$ cat src/design/shamh_pkg.sv
// ----------------------------------------------------------------------------
// shamh_pkg: shared types, constants and functions of the SHA-256 hasher
// Sequencer states, control bundles, round constants and initial hash values.
// ----------------------------------------------------------------------------
package shamh_pkg;

    // Padding and block layout
    localparam logic [7:0] PAD_MARK    = 8'h80;
    localparam logic [6:0] LENGTH_POS  = 7'd56;
    localparam logic [6:0] BLOCK_BYTES = 7'd64;
    localparam logic [5:0] LAST_BYTE   = 6'd63;
    localparam logic [5:0] LAST_ROUND  = 6'd63;
    localparam logic [63:0] BITS_PER_BYTE = 64'd8;

    // Initial chaining values
    localparam logic [31:0] INIT_WORDS [8] = '{
        32'h6a09e667, 32'hbb67ae85, 32'h3c6ef372, 32'ha54ff53a,
        32'h510e527f, 32'h9b05688c, 32'h1f83d9ab, 32'h5be0cd19
    };

    // Sequencer states
    typedef enum logic [2:0] {
        ST_IDLE,
        ST_COMP,
        ST_FOLD,
        ST_MARK,
        ST_ZERO,
        ST_LEN,
        ST_EMIT
    } shamh_state_t;

    // Control of the block buffer / schedule window
    typedef struct packed {
        logic       wr_en;
        logic [5:0] wr_idx;
        logic [7:0] wr_byte;
        logic       len_en;
        logic       shift;
    } shamh_sched_ctrl_t;

    // Control of the round datapath
    typedef struct packed {
        logic step;
        logic fold;
        logic init;
    } shamh_core_ctrl_t;

    // Rotate right
    function automatic logic [31:0] ror32(input logic [31:0] v, input int unsigned k);
        ror32 = (v >> k) | (v << (32 - k));
    endfunction

    // Round constant table
    function automatic logic [31:0] round_k(input logic [5:0] idx);
        logic [31:0] k;
        unique case (idx)
            6'd0:  k = 32'h428a2f98;  6'd1:  k = 32'h71374491;
            6'd2:  k = 32'hb5c0fbcf;  6'd3:  k = 32'he9b5dba5;
            6'd4:  k = 32'h3956c25b;  6'd5:  k = 32'h59f111f1;
            6'd6:  k = 32'h923f82a4;  6'd7:  k = 32'hab1c5ed5;
            6'd8:  k = 32'hd807aa98;  6'd9:  k = 32'h12835b01;
            6'd10: k = 32'h243185be;  6'd11: k = 32'h550c7dc3;
            6'd12: k = 32'h72be5d74;  6'd13: k = 32'h80deb1fe;
            6'd14: k = 32'h9bdc06a7;  6'd15: k = 32'hc19bf174;
            6'd16: k = 32'he49b69c1;  6'd17: k = 32'hefbe4786;
            6'd18: k = 32'h0fc19dc6;  6'd19: k = 32'h240ca1cc;
            6'd20: k = 32'h2de92c6f;  6'd21: k = 32'h4a7484aa;
            6'd22: k = 32'h5cb0a9dc;  6'd23: k = 32'h76f988da;
            6'd24: k = 32'h983e5152;  6'd25: k = 32'ha831c66d;
            6'd26: k = 32'hb00327c8;  6'd27: k = 32'hbf597fc7;
            6'd28: k = 32'hc6e00bf3;  6'd29: k = 32'hd5a79147;
            6'd30: k = 32'h06ca6351;  6'd31: k = 32'h14292967;
            6'd32: k = 32'h27b70a85;  6'd33: k = 32'h2e1b2138;
            6'd34: k = 32'h4d2c6dfc;  6'd35: k = 32'h53380d13;
            6'd36: k = 32'h650a7354;  6'd37: k = 32'h766a0abb;
            6'd38: k = 32'h81c2c92e;  6'd39: k = 32'h92722c85;
            6'd40: k = 32'ha2bfe8a1;  6'd41: k = 32'ha81a664b;
            6'd42: k = 32'hc24b8b70;  6'd43: k = 32'hc76c51a3;
            6'd44: k = 32'hd192e819;  6'd45: k = 32'hd6990624;
            6'd46: k = 32'hf40e3585;  6'd47: k = 32'h106aa070;
            6'd48: k = 32'h19a4c116;  6'd49: k = 32'h1e376c08;
            6'd50: k = 32'h2748774c;  6'd51: k = 32'h34b0bcb5;
            6'd52: k = 32'h391c0cb3;  6'd53: k = 32'h4ed8aa4a;
            6'd54: k = 32'h5b9cca4f;  6'd55: k = 32'h682e6ff3;
            6'd56: k = 32'h748f82ee;  6'd57: k = 32'h78a5636f;
            6'd58: k = 32'h84c87814;  6'd59: k = 32'h8cc70208;
            6'd60: k = 32'h90befffa;  6'd61: k = 32'ha4506ceb;
            6'd62: k = 32'hbef9a3f7;  6'd63: k = 32'hc67178f2;
            default: k = 32'h0;
        endcase
        round_k = k;
    endfunction

endpackage

$ cat src/design/shamh_sched.sv
// ----------------------------------------------------------------------------
// shamh_sched: block buffer and message schedule window
// Sixteen 32-bit words hold the block bytes big-endian; during compression
// the window shifts once per round and appends the next schedule word.
// ----------------------------------------------------------------------------
module shamh_sched (
    input  logic                         clk,
    input  shamh_pkg::shamh_sched_ctrl_t ctrl,
    input  logic [63:0]                  bit_count,
    output logic [31:0]                  w_cur
);
    import shamh_pkg::*;

    logic [31:0] win_reg [16];
    logic [31:0] w_new;
    logic [31:0] sg0;
    logic [31:0] sg1;

    // Next schedule word from the window taps
    always_comb
    begin
        sg0   = ror32(win_reg[1], 7) ^ ror32(win_reg[1], 18) ^ (win_reg[1] >> 3);
        sg1   = ror32(win_reg[14], 17) ^ ror32(win_reg[14], 19) ^ (win_reg[14] >> 10);
        w_new = win_reg[0] + sg0 + win_reg[9] + sg1;
    end

    assign w_cur = win_reg[0];

    // Window update: shift, length words, or single byte write
    always_ff @(posedge clk)
    begin
        if (ctrl.shift)
        begin
            for (int i = 0; i < 15; i++)
            begin
                win_reg[i] <= win_reg[i + 1];
            end
            win_reg[15] <= w_new;
        end
        else if (ctrl.len_en)
        begin
            win_reg[14] <= bit_count[63:32];
            win_reg[15] <= bit_count[31:0];
        end
        else if (ctrl.wr_en)
        begin
            unique case (ctrl.wr_idx[1:0])
                2'd0: win_reg[ctrl.wr_idx[5:2]][31:24] <= ctrl.wr_byte;
                2'd1: win_reg[ctrl.wr_idx[5:2]][23:16] <= ctrl.wr_byte;
                2'd2: win_reg[ctrl.wr_idx[5:2]][15:8]  <= ctrl.wr_byte;
                2'd3: win_reg[ctrl.wr_idx[5:2]][7:0]   <= ctrl.wr_byte;
                default: ;
            endcase
        end
    end

endmodule

$ cat src/design/shamh_core.sv
// ----------------------------------------------------------------------------
// shamh_core: shared round unit with working and chaining registers
// One compression round per step; fold adds the working words into the
// chaining words. Working words mirror the chaining words between blocks.
// ----------------------------------------------------------------------------
module shamh_core (
    input  logic                        clk,
    input  logic                        rst_n,
    input  shamh_pkg::shamh_core_ctrl_t ctrl,
    input  logic [5:0]                  round_idx,
    input  logic [31:0]                 w_cur,
    output logic [31:0]                 chain [8]
);
    import shamh_pkg::*;

    logic [31:0] work_reg  [8];
    logic [31:0] chain_reg [8];
    logic [31:0] fold_sum  [8];
    logic [31:0] big0;
    logic [31:0] big1;
    logic [31:0] choose;
    logic [31:0] major;
    logic [31:0] tmp1;
    logic [31:0] tmp2;

    // Round function
    always_comb
    begin
        big1   = ror32(work_reg[4], 6) ^ ror32(work_reg[4], 11) ^ ror32(work_reg[4], 25);
        choose = (work_reg[4] & work_reg[5]) ^ (~work_reg[4] & work_reg[6]);
        tmp1   = work_reg[7] + big1 + choose + round_k(round_idx) + w_cur;
        big0   = ror32(work_reg[0], 2) ^ ror32(work_reg[0], 13) ^ ror32(work_reg[0], 22);
        major  = (work_reg[0] & work_reg[1]) ^ (work_reg[0] & work_reg[2])
               ^ (work_reg[1] & work_reg[2]);
        tmp2   = big0 + major;
        for (int i = 0; i < 8; i++)
        begin
            fold_sum[i] = chain_reg[i] + work_reg[i];
        end
    end

    // Working and chaining registers
    always_ff @(posedge clk or negedge rst_n)
    begin
        if (!rst_n)
        begin
            for (int i = 0; i < 8; i++)
            begin
                work_reg[i]  <= INIT_WORDS[i];
                chain_reg[i] <= INIT_WORDS[i];
            end
        end
        else if (ctrl.init)
        begin
            for (int i = 0; i < 8; i++)
            begin
                work_reg[i]  <= INIT_WORDS[i];
                chain_reg[i] <= INIT_WORDS[i];
            end
        end
        else if (ctrl.fold)
        begin
            for (int i = 0; i < 8; i++)
            begin
                work_reg[i]  <= fold_sum[i];
                chain_reg[i] <= fold_sum[i];
            end
        end
        else if (ctrl.step)
        begin
            work_reg[7] <= work_reg[6];
            work_reg[6] <= work_reg[5];
            work_reg[5] <= work_reg[4];
            work_reg[4] <= work_reg[3] + tmp1;
            work_reg[3] <= work_reg[2];
            work_reg[2] <= work_reg[1];
            work_reg[1] <= work_reg[0];
            work_reg[0] <= tmp1 + tmp2;
        end
    end

    assign chain = chain_reg;

endmodule

$ cat src/design/sha256_message_hasher_top.sv
// A byte that does not complete a block is only written into the buffer; one that
// completes a block starts the 64 rounds of the shared round unit and the fold.
// Finishing writes the pad bytes one per cycle, with an extra block when the
// length field does not fit; then the digest waits for a free output register.
// No byte is taken outside idle; the single round unit does one round per cycle.
// Reset: chaining words to the initial values, counts zero, no result pending.
// ----------------------------------------------------------------------------
// sha256_message_hasher_top: byte-stream SHA-256 hasher
// Sequencer that loads bytes, pads, runs the round unit and emits the digest.
// ----------------------------------------------------------------------------
module sha256_message_hasher_top (
    input  logic        clk,
    input  logic        rst_n,
    input  logic        msg_valid,
    output logic        msg_stall,
    input  logic [7:0]  data_byte,
    input  logic        byte_present,
    input  logic        end_of_message,
    output logic        digest_valid,
    input  logic        digest_stall,
    output logic [63:0] digest_word0,
    output logic [63:0] digest_word1,
    output logic [63:0] digest_word2,
    output logic [63:0] digest_word3
);
    import shamh_pkg::*;

    shamh_state_t      state_reg, state_next;
    shamh_state_t      ret_reg, ret_next;
    logic [6:0]        fill_reg, fill_next;
    logic [63:0]       bits_reg, bits_next;
    logic [5:0]        round_reg, round_next;
    logic              out_valid_reg, out_valid_next;
    logic [63:0]       dig_reg [4];
    logic              load_out;
    shamh_sched_ctrl_t sched_ctrl;
    shamh_core_ctrl_t  core_ctrl;
    logic [31:0]       w_cur;
    logic [31:0]       chain [8];

    shamh_sched u_sched (
        .clk       (clk),
        .ctrl      (sched_ctrl),
        .bit_count (bits_reg),
        .w_cur     (w_cur)
    );

    shamh_core u_core (
        .clk       (clk),
        .rst_n     (rst_n),
        .ctrl      (core_ctrl),
        .round_idx (round_reg),
        .w_cur     (w_cur),
        .chain     (chain)
    );

    assign msg_stall = (state_reg != ST_IDLE);

    // Control registers
    always_ff @(posedge clk or negedge rst_n)
    begin
        if (!rst_n)
        begin
            state_reg     <= ST_IDLE;
            ret_reg       <= ST_IDLE;
            fill_reg      <= '0;
            bits_reg      <= '0;
            round_reg     <= '0;
            out_valid_reg <= 1'b0;
        end
        else
        begin
            state_reg     <= state_next;
            ret_reg       <= ret_next;
            fill_reg      <= fill_next;
            bits_reg      <= bits_next;
            round_reg     <= round_next;
            out_valid_reg <= out_valid_next;
        end
    end

    // Sequencer: next state and datapath controls
    always_comb
    begin
        state_next = state_reg;
        ret_next   = ret_reg;
        fill_next  = fill_reg;
        bits_next  = bits_reg;
        round_next = round_reg;
        load_out   = 1'b0;
        sched_ctrl = '0;
        core_ctrl  = '0;

        unique case (state_reg)
            ST_IDLE:
            begin
                if (msg_valid)
                begin
                    if (byte_present)
                    begin
                        sched_ctrl.wr_en   = 1'b1;
                        sched_ctrl.wr_idx  = fill_reg[5:0];
                        sched_ctrl.wr_byte = data_byte;
                        bits_next          = bits_reg + BITS_PER_BYTE;
                        if (fill_reg[5:0] == LAST_BYTE)
                        begin
                            fill_next  = '0;
                            round_next = '0;
                            state_next = ST_COMP;
                            ret_next   = end_of_message ? ST_MARK : ST_IDLE;
                        end
                        else
                        begin
                            fill_next = fill_reg + 7'd1;
                            if (end_of_message)
                            begin
                                state_next = ST_MARK;
                            end
                        end
                    end
                    else if (end_of_message)
                    begin
                        state_next = ST_MARK;
                    end
                end
            end
            ST_MARK:
            begin
                sched_ctrl.wr_en   = 1'b1;
                sched_ctrl.wr_idx  = fill_reg[5:0];
                sched_ctrl.wr_byte = PAD_MARK;
                fill_next          = fill_reg + 7'd1;
                state_next         = ST_ZERO;
            end
            ST_ZERO:
            begin
                // Zero fill up to the length field, or to the block end first
                if (fill_reg == BLOCK_BYTES)
                begin
                    fill_next  = '0;
                    round_next = '0;
                    state_next = ST_COMP;
                    ret_next   = ST_ZERO;
                end
                else if (fill_reg == LENGTH_POS)
                begin
                    state_next = ST_LEN;
                end
                else
                begin
                    sched_ctrl.wr_en   = 1'b1;
                    sched_ctrl.wr_idx  = fill_reg[5:0];
                    sched_ctrl.wr_byte = 8'h00;
                    fill_next          = fill_reg + 7'd1;
                end
            end
            ST_LEN:
            begin
                sched_ctrl.len_en = 1'b1;
                fill_next         = '0;
                round_next        = '0;
                state_next        = ST_COMP;
                ret_next          = ST_EMIT;
            end
            ST_COMP:
            begin
                sched_ctrl.shift = 1'b1;
                core_ctrl.step   = 1'b1;
                round_next       = round_reg + 6'd1;
                if (round_reg == LAST_ROUND)
                begin
                    state_next = ST_FOLD;
                end
            end
            ST_FOLD:
            begin
                core_ctrl.fold = 1'b1;
                state_next     = ret_reg;
            end
            ST_EMIT:
            begin
                // Wait for the output register to free up
                if (!out_valid_reg || !digest_stall)
                begin
                    load_out       = 1'b1;
                    core_ctrl.init = 1'b1;
                    bits_next      = '0;
                    fill_next      = '0;
                    state_next     = ST_IDLE;
                end
            end
            default:
            begin
                state_next = ST_IDLE;
            end
        endcase
    end

    // Output register handshake
    always_comb
    begin
        if (load_out)
        begin
            out_valid_next = 1'b1;
        end
        else if (out_valid_reg && !digest_stall)
        begin
            out_valid_next = 1'b0;
        end
        else
        begin
            out_valid_next = out_valid_reg;
        end
    end

    // Digest payload
    always_ff @(posedge clk)
    begin
        if (load_out)
        begin
            for (int i = 0; i < 4; i++)
            begin
                dig_reg[i] <= {chain[2 * i], chain[2 * i + 1]};
            end
        end
    end

    assign digest_valid = out_valid_reg;
    assign digest_word0 = dig_reg[0];
    assign digest_word1 = dig_reg[1];
    assign digest_word2 = dig_reg[2];
    assign digest_word3 = dig_reg[3];

endmodule

$ cat config.mk
export PLATFORM = sky130hd
export DESIGN_NAME = sha256_message_hasher_top
export DESIGN_NICKNAME = d
export VERILOG_FILES = /design/src/design/shamh_pkg.sv /design/src/design/shamh_sched.sv /design/src/design/shamh_core.sv /design/src/design/sha256_message_hasher_top.sv
export SDC_FILE = /design/constraint.sdc
export NUM_CORES = 2
export LEC_CHECK = 0
export BUFFER_PORTS_ARGS = -buffer_cell sky130_fd_sc_hd__buf_2
export CELL_PAD_IN_SITES_DETAIL_PLACEMENT = 1
export CELL_PAD_IN_SITES_GLOBAL_PLACEMENT = 2
export CORE_MARGIN = 3
export CORE_UTILIZATION = 35
export DETAILED_ROUTE_END_ITERATION = 6
export GPL_ROUTABILITY_DRIVEN = 0
export PLACE_DENSITY = 0.71
export SLEW_MARGIN = 10
export SYNTH_ARGS = -nofsm -noshare
export SYNTH_HDL_FRONTEND = slang
export SYNTH_HIERARCHICAL = 1
export SYNTH_SLANG_ARGS = --single-unit
$ cat constraint.sdc
create_clock -name clk -period 14.26 [get_ports clk]
set_input_delay 2.852 -clock clk [delete_from_list [all_inputs] [get_ports clk]]
set_output_delay 2.852 -clock clk [all_outputs]
set_load 0.02 [all_outputs]
# Word-level counts from Yosys, hierarchy flattened
# Memories as Yosys holds them, arrays and structs flattened.
# Cells that the tools add are included.
# word_totals
n_memories	3
romBits	2048
word_cells	196
inputBits	14
out_inout_bits	258
register_bits	596
ram_bits	768
# op_classes
n_reduce_logical	20
mux	80
n_eq_ne	21
bitwise	29
addsub	21
# mem_list
memory	depth	word_bits	read_ports	rd_ports_with_merged_regs	wr	line	rtl
(name not given)	64	32	1	0	0	shamh_pkg.sv:56	unique case (idx)
u_sched.win_reg	16	32	16	0	16	shamh_sched.sv:14	logic [31:0] win_reg [16];
dig_reg	4	64	4	0	4	sha256_message_hasher_top.sv:34	logic [63:0] dig_reg [4];
# ops
operator	n
$mux 256	5
$add 32x32->32	18
$xor 32x32->32	9
$mux 64	3
$and 32x32->32	5
$pmux 64 s2	1
$mux 32	3
$add 64x4->64 const B	1
$mux 15	4
$pmux 15 s3	1
$mux 7	6
$mux 3	12
$pmux 7 s5	1
$mux 1	34
$not 32->32	1
$or 10x32->32	1
$or 13x32->32	1
$or 14x32->32	1
$or 15x32->32	1
$or 19x32->32	1
$or 21x32->32	1
$or 25x32->32	1
$or 26x32->32	1
$or 30x32->32	1
34 further kinds	58

# Depth between registers and ports, before layout
# logic_depth
word_depth	12
ltp_mapped	37
depth_no_buf	36

# By module
# Netlist, hierarchy kept.
# modules_own_cells
module	seq_area_each_um2	area_per_inst_um2	instances	cells_each
shamh_core	13152.6	45511.1	1	5405
shamh_sched	15374.7	27178.6	1	2045
sha256_message_hasher_top	9714.3	12289.3	1	778

# Least setup slack after synthesis
# OpenSTA, ideal clock, no wires.
# synth_timing
path_kind	input -> register
from	input digest_stall
to	register u_core/work_reg[245] (netlist name)
arrival_time_ps	12069
path_buffers	4
required_ps	14150
stages	10
setup_ps	110
setup_slack_ps	2081
cell_sequence	and2_0 nor2_1 clkbuf_1 clkbuf_1 inv_1 nand2_1 nor2_1 clkbuf_1 dlymetal6s2s_1 o41ai_1
# synth_lines
element	line	rtl
start: declaration	sha256_message_hasher_top.sv:20	input logic digest_stall,
end signal: indexed assignment	shamh_core.sv:49	work_reg[i] <= INIT_WORDS[i];
end signal: indexed assignment	shamh_core.sv:57	work_reg[i] <= INIT_WORDS[i];
end signal: indexed assignment	shamh_core.sv:65	work_reg[i] <= fold_sum[i];
end: declaration	shamh_core.sv:16	logic [31:0] work_reg [8];

# Worst setup path after layout
# layout_timing
from	register round_reg[2]
to	register u_core/work_reg[254] (netlist name)
# layout_between
elab_chain_cells	7
# layout_lines
element	line	rtl
start: declaration	sha256_message_hasher_top.sv:32	logic [5:0] round_reg, round_next;
start signal: assignment	sha256_message_hasher_top.sv:77	round_reg <= round_next;
$mem_v2 64x32	-	
$add 32x32->32 (2 in series)	shamh_core.sv:31	tmp1 = work_reg[7] + big1 + choose + round_k(round_idx) + w_cur;
$add 32x32->32	shamh_core.sv:78	work_reg[0] <= tmp1 + tmp2;
$mux 256	shamh_core.sv:69	else if (ctrl.step)
$mux 256	shamh_core.sv:61	else if (ctrl.fold)
$mux 256	shamh_core.sv:53	else if (ctrl.init)
# Every way passes these cells. The select of a mux whose other input is x is not followed.
# A chain may end at the register's enable or synchronous reset.

==> metrics.csv <==
metric;value;unit
fin crit share;67.5;%
Pre-Repair DR Iteration Count;5;
DRC;0;
proportion of layout cells with a drive suffix above 1;17.5;%
Syn-to-layout area delta;11.7;%
max cap viols;0;
DIE WIDTH;499;µm
die height;499;µm
CTS root buffer;clkbuf_16;
placeable core area;241000;µm²
Max Clock Freq;0.104;GHz
reg2reg setup slack;4.64;ns
Post-CTS Hold Buffers;0;
crit path max fanout;64;
vias per std cell;5.53;
clock sinks;1361;
Hold Path Class;reg -> reg;
post-synth cell types;112;
relative slew slack;15.5;%
IO Port Bufs;271;
largest net degree at the start of global routing;149;
CTS tree;built;
cell taking the most area after synthesis;edfxtp_1;
cell at the slowest stage of the critical path;dfrtp_4;
CP Capture Type;flip-flop;
H-tree lvl count;4;
Fin Setup TNS;0;ns
GRT overflow;0;
Largest register FFs;512;
Final min period;9.62;ns
Syn. warnings;6;
startpoint types;flip-flop;
initial antenna violation count;8;
hold wc startpoint;ret_reg[0];
Slew Viols, Final;0;
CTS Buf Count;165;
Starting Density;35.3;%
# fillers;26700;
skew final;0.0368;ns
register area share after synthesis;45.0;%
Seq. cell area;38200;µm²
Critical Path RT;14.99;ns
post-CTS sizing;0;
EDFF count, synth;768;
final WL;313000;µm
Slowest Stage Delay on Critical Path;0.83;ns
first-pass GRT wire length;464000;µm
half-perimeter wire length after placement;232000;µm
later-pin clock latency in the skew report;0.83;ns
Post-Syn Instances;8228;
final hold viol count;0;
Die ar.;249000;µm²
final setup fails;0;
area of the multi-input gates;43100;µm²
top cell type's share of synthesized area;27.1;%
WS Path Type;reg -> reg;
dominant cells by area after synthesis;edfxtp_1 27%, dfrtp_1 9.5%, dfstp_2 8.4%, mux2_2 6.3%, ha_1 5.8%;
CP arrival;10.35;ns
Routed WL per cell;26.8;µm
Top FF cell, synth;edfxtp_1;
Async S/R FF share, synth;43.6;%
Reg-to-Reg Start;round_reg[2];
Final ANT Viol Nets;0;
Tot GR Track Use;24.7;%
Setup crit start;round_reg[2];
CTS Buffer Depth;3;
Mapped Avg Cell Area;10.3;µm²
number of global-route vias before repair;68300;
run status;finished, final reports clean;
num rows;180;
RSZ-0062 raised after global routing;false;
nets;8933;
clock-pin slew on the worst setup and hold paths;0.06;ns
Yosys reg bits;1361;
Vias;64500;
slew of the pin with the lowest slew margin;1.26;ns
Iteration-0 DRC Markers;4505;
Mapped Area;85000;µm²
setup bufs post-CTS;0;
io pins;272;
## cell families (layout without fill, tap and decap cells)
family,count (synthesis),in the layout,share of synthesized area (%)
AO/OA/AOI/OAI,2133,2133,15.3
AND/OR/NAND/NOR,1966,1966,10.7
flip-flops,1361,1361,45.0
buffers and inverters,963,1201,4.35
adder cells (fa/ha/maj),610,610,10.6
XOR/XNOR,599,599,6.19
multiplexers,595,595,7.81
other,1,10,0.00441
## per-layer routing
metal,vias up,part of all wire (%),global-route usage [%]
met5,-,0.068,0
met4,2,5.6,12.0
met3,550,3.7,3.12
met2,1535,49,42.7
met1,32900,42,30.4
li1,29600,-,-
## layout by cell type, fill, tap and decap left out, types with 317 or more instances in the layout
master and count:
mux2_2 473, xnor2_1 379, nand2_1 724, edfxtp_1 768, nor2_1 550, ha_1 394
a21oi_1 694, o21ai_0 583, dfrtp_1 317, inv_1 526
## path summary, 6_finish.rpt
kind,cells after the start,to
worst max register to register,34,u_core/work_reg[254]
max in group asynchronous,4,bits_reg[58]
worst min-delay path,2,ret_reg[0]
min in group asynchronous,1,u_core/chain[193]
worst min register to register,2,ret_reg[0]
worst max-delay path,34,u_core/work_reg[254]
## cell usage after synthesis (25+ instances only)
cell type    n
edfxtp_1   768
nand4_1     54
o22ai_1     25
fa_1       195
o211ai_1    62
or2_2       42
nand2b_1    85
o21bai_1    51
o31ai_1     53
mux2i_1    115
or3_1       52
nor2b_1     64
xnor2_1    379
nand2_1    726
o21a_1      85
a31oi_1    103
and3_1      34
nand3_1    112
inv_1      528
buf_1       46
ha_1       394
nor3_1      84
dfrtp_1    321
and2_1      47
nor2_1     555
a211oi_1    78
o21ai_0    583
mux2_2     473
xor2_1     219
a21oi_1    695
a21boi_0    25
dfstp_2    272
a21o_1     156
clkbuf_1   362
## area by class of cell
type	count	share of cell area, %
antenna	7	0.0184
clock buffer	217	4.63
clock inverter	88	1.12
inverter	533	2.12
multi-input combinational	5906	45.4
sequential	1361	40.3
tap	3185	4.20
timing repair buffer	363	2.21
## critical path, delay by kind of cell, from the launching register on
family | cells | cell delay (ns)
DFF | 1 | 0.83
xor gates and xnor gates | 1 | 0.31
AOI/OAI and AO/OA | 18 | 4.21
buffers and inverters | 4 | 1.25
adders and majority gates | 6 | 2.18
and+or+nand+nor | 5 | 0.74
## metrics by stage
step	utilization (%)	setup slack, ns	cells	cell area [µm²]	hold slack [ns]
after global routing	39.4	3.98	11700	94900	0.493
after detailed placement	37.1	4.85	11300	89500	0.461
after floorplan	-	2.08	8230	85000	0.439
final	39.4	4.64	11700	94900	0.476
after global placement	37.1	4.89	11300	89500	0.452
after CTS	39.4	4.79	11700	94900	0.474
Power is not shown: default switching activity piles up to over one toggle a cycle in this logic, so the estimate is an artifact.
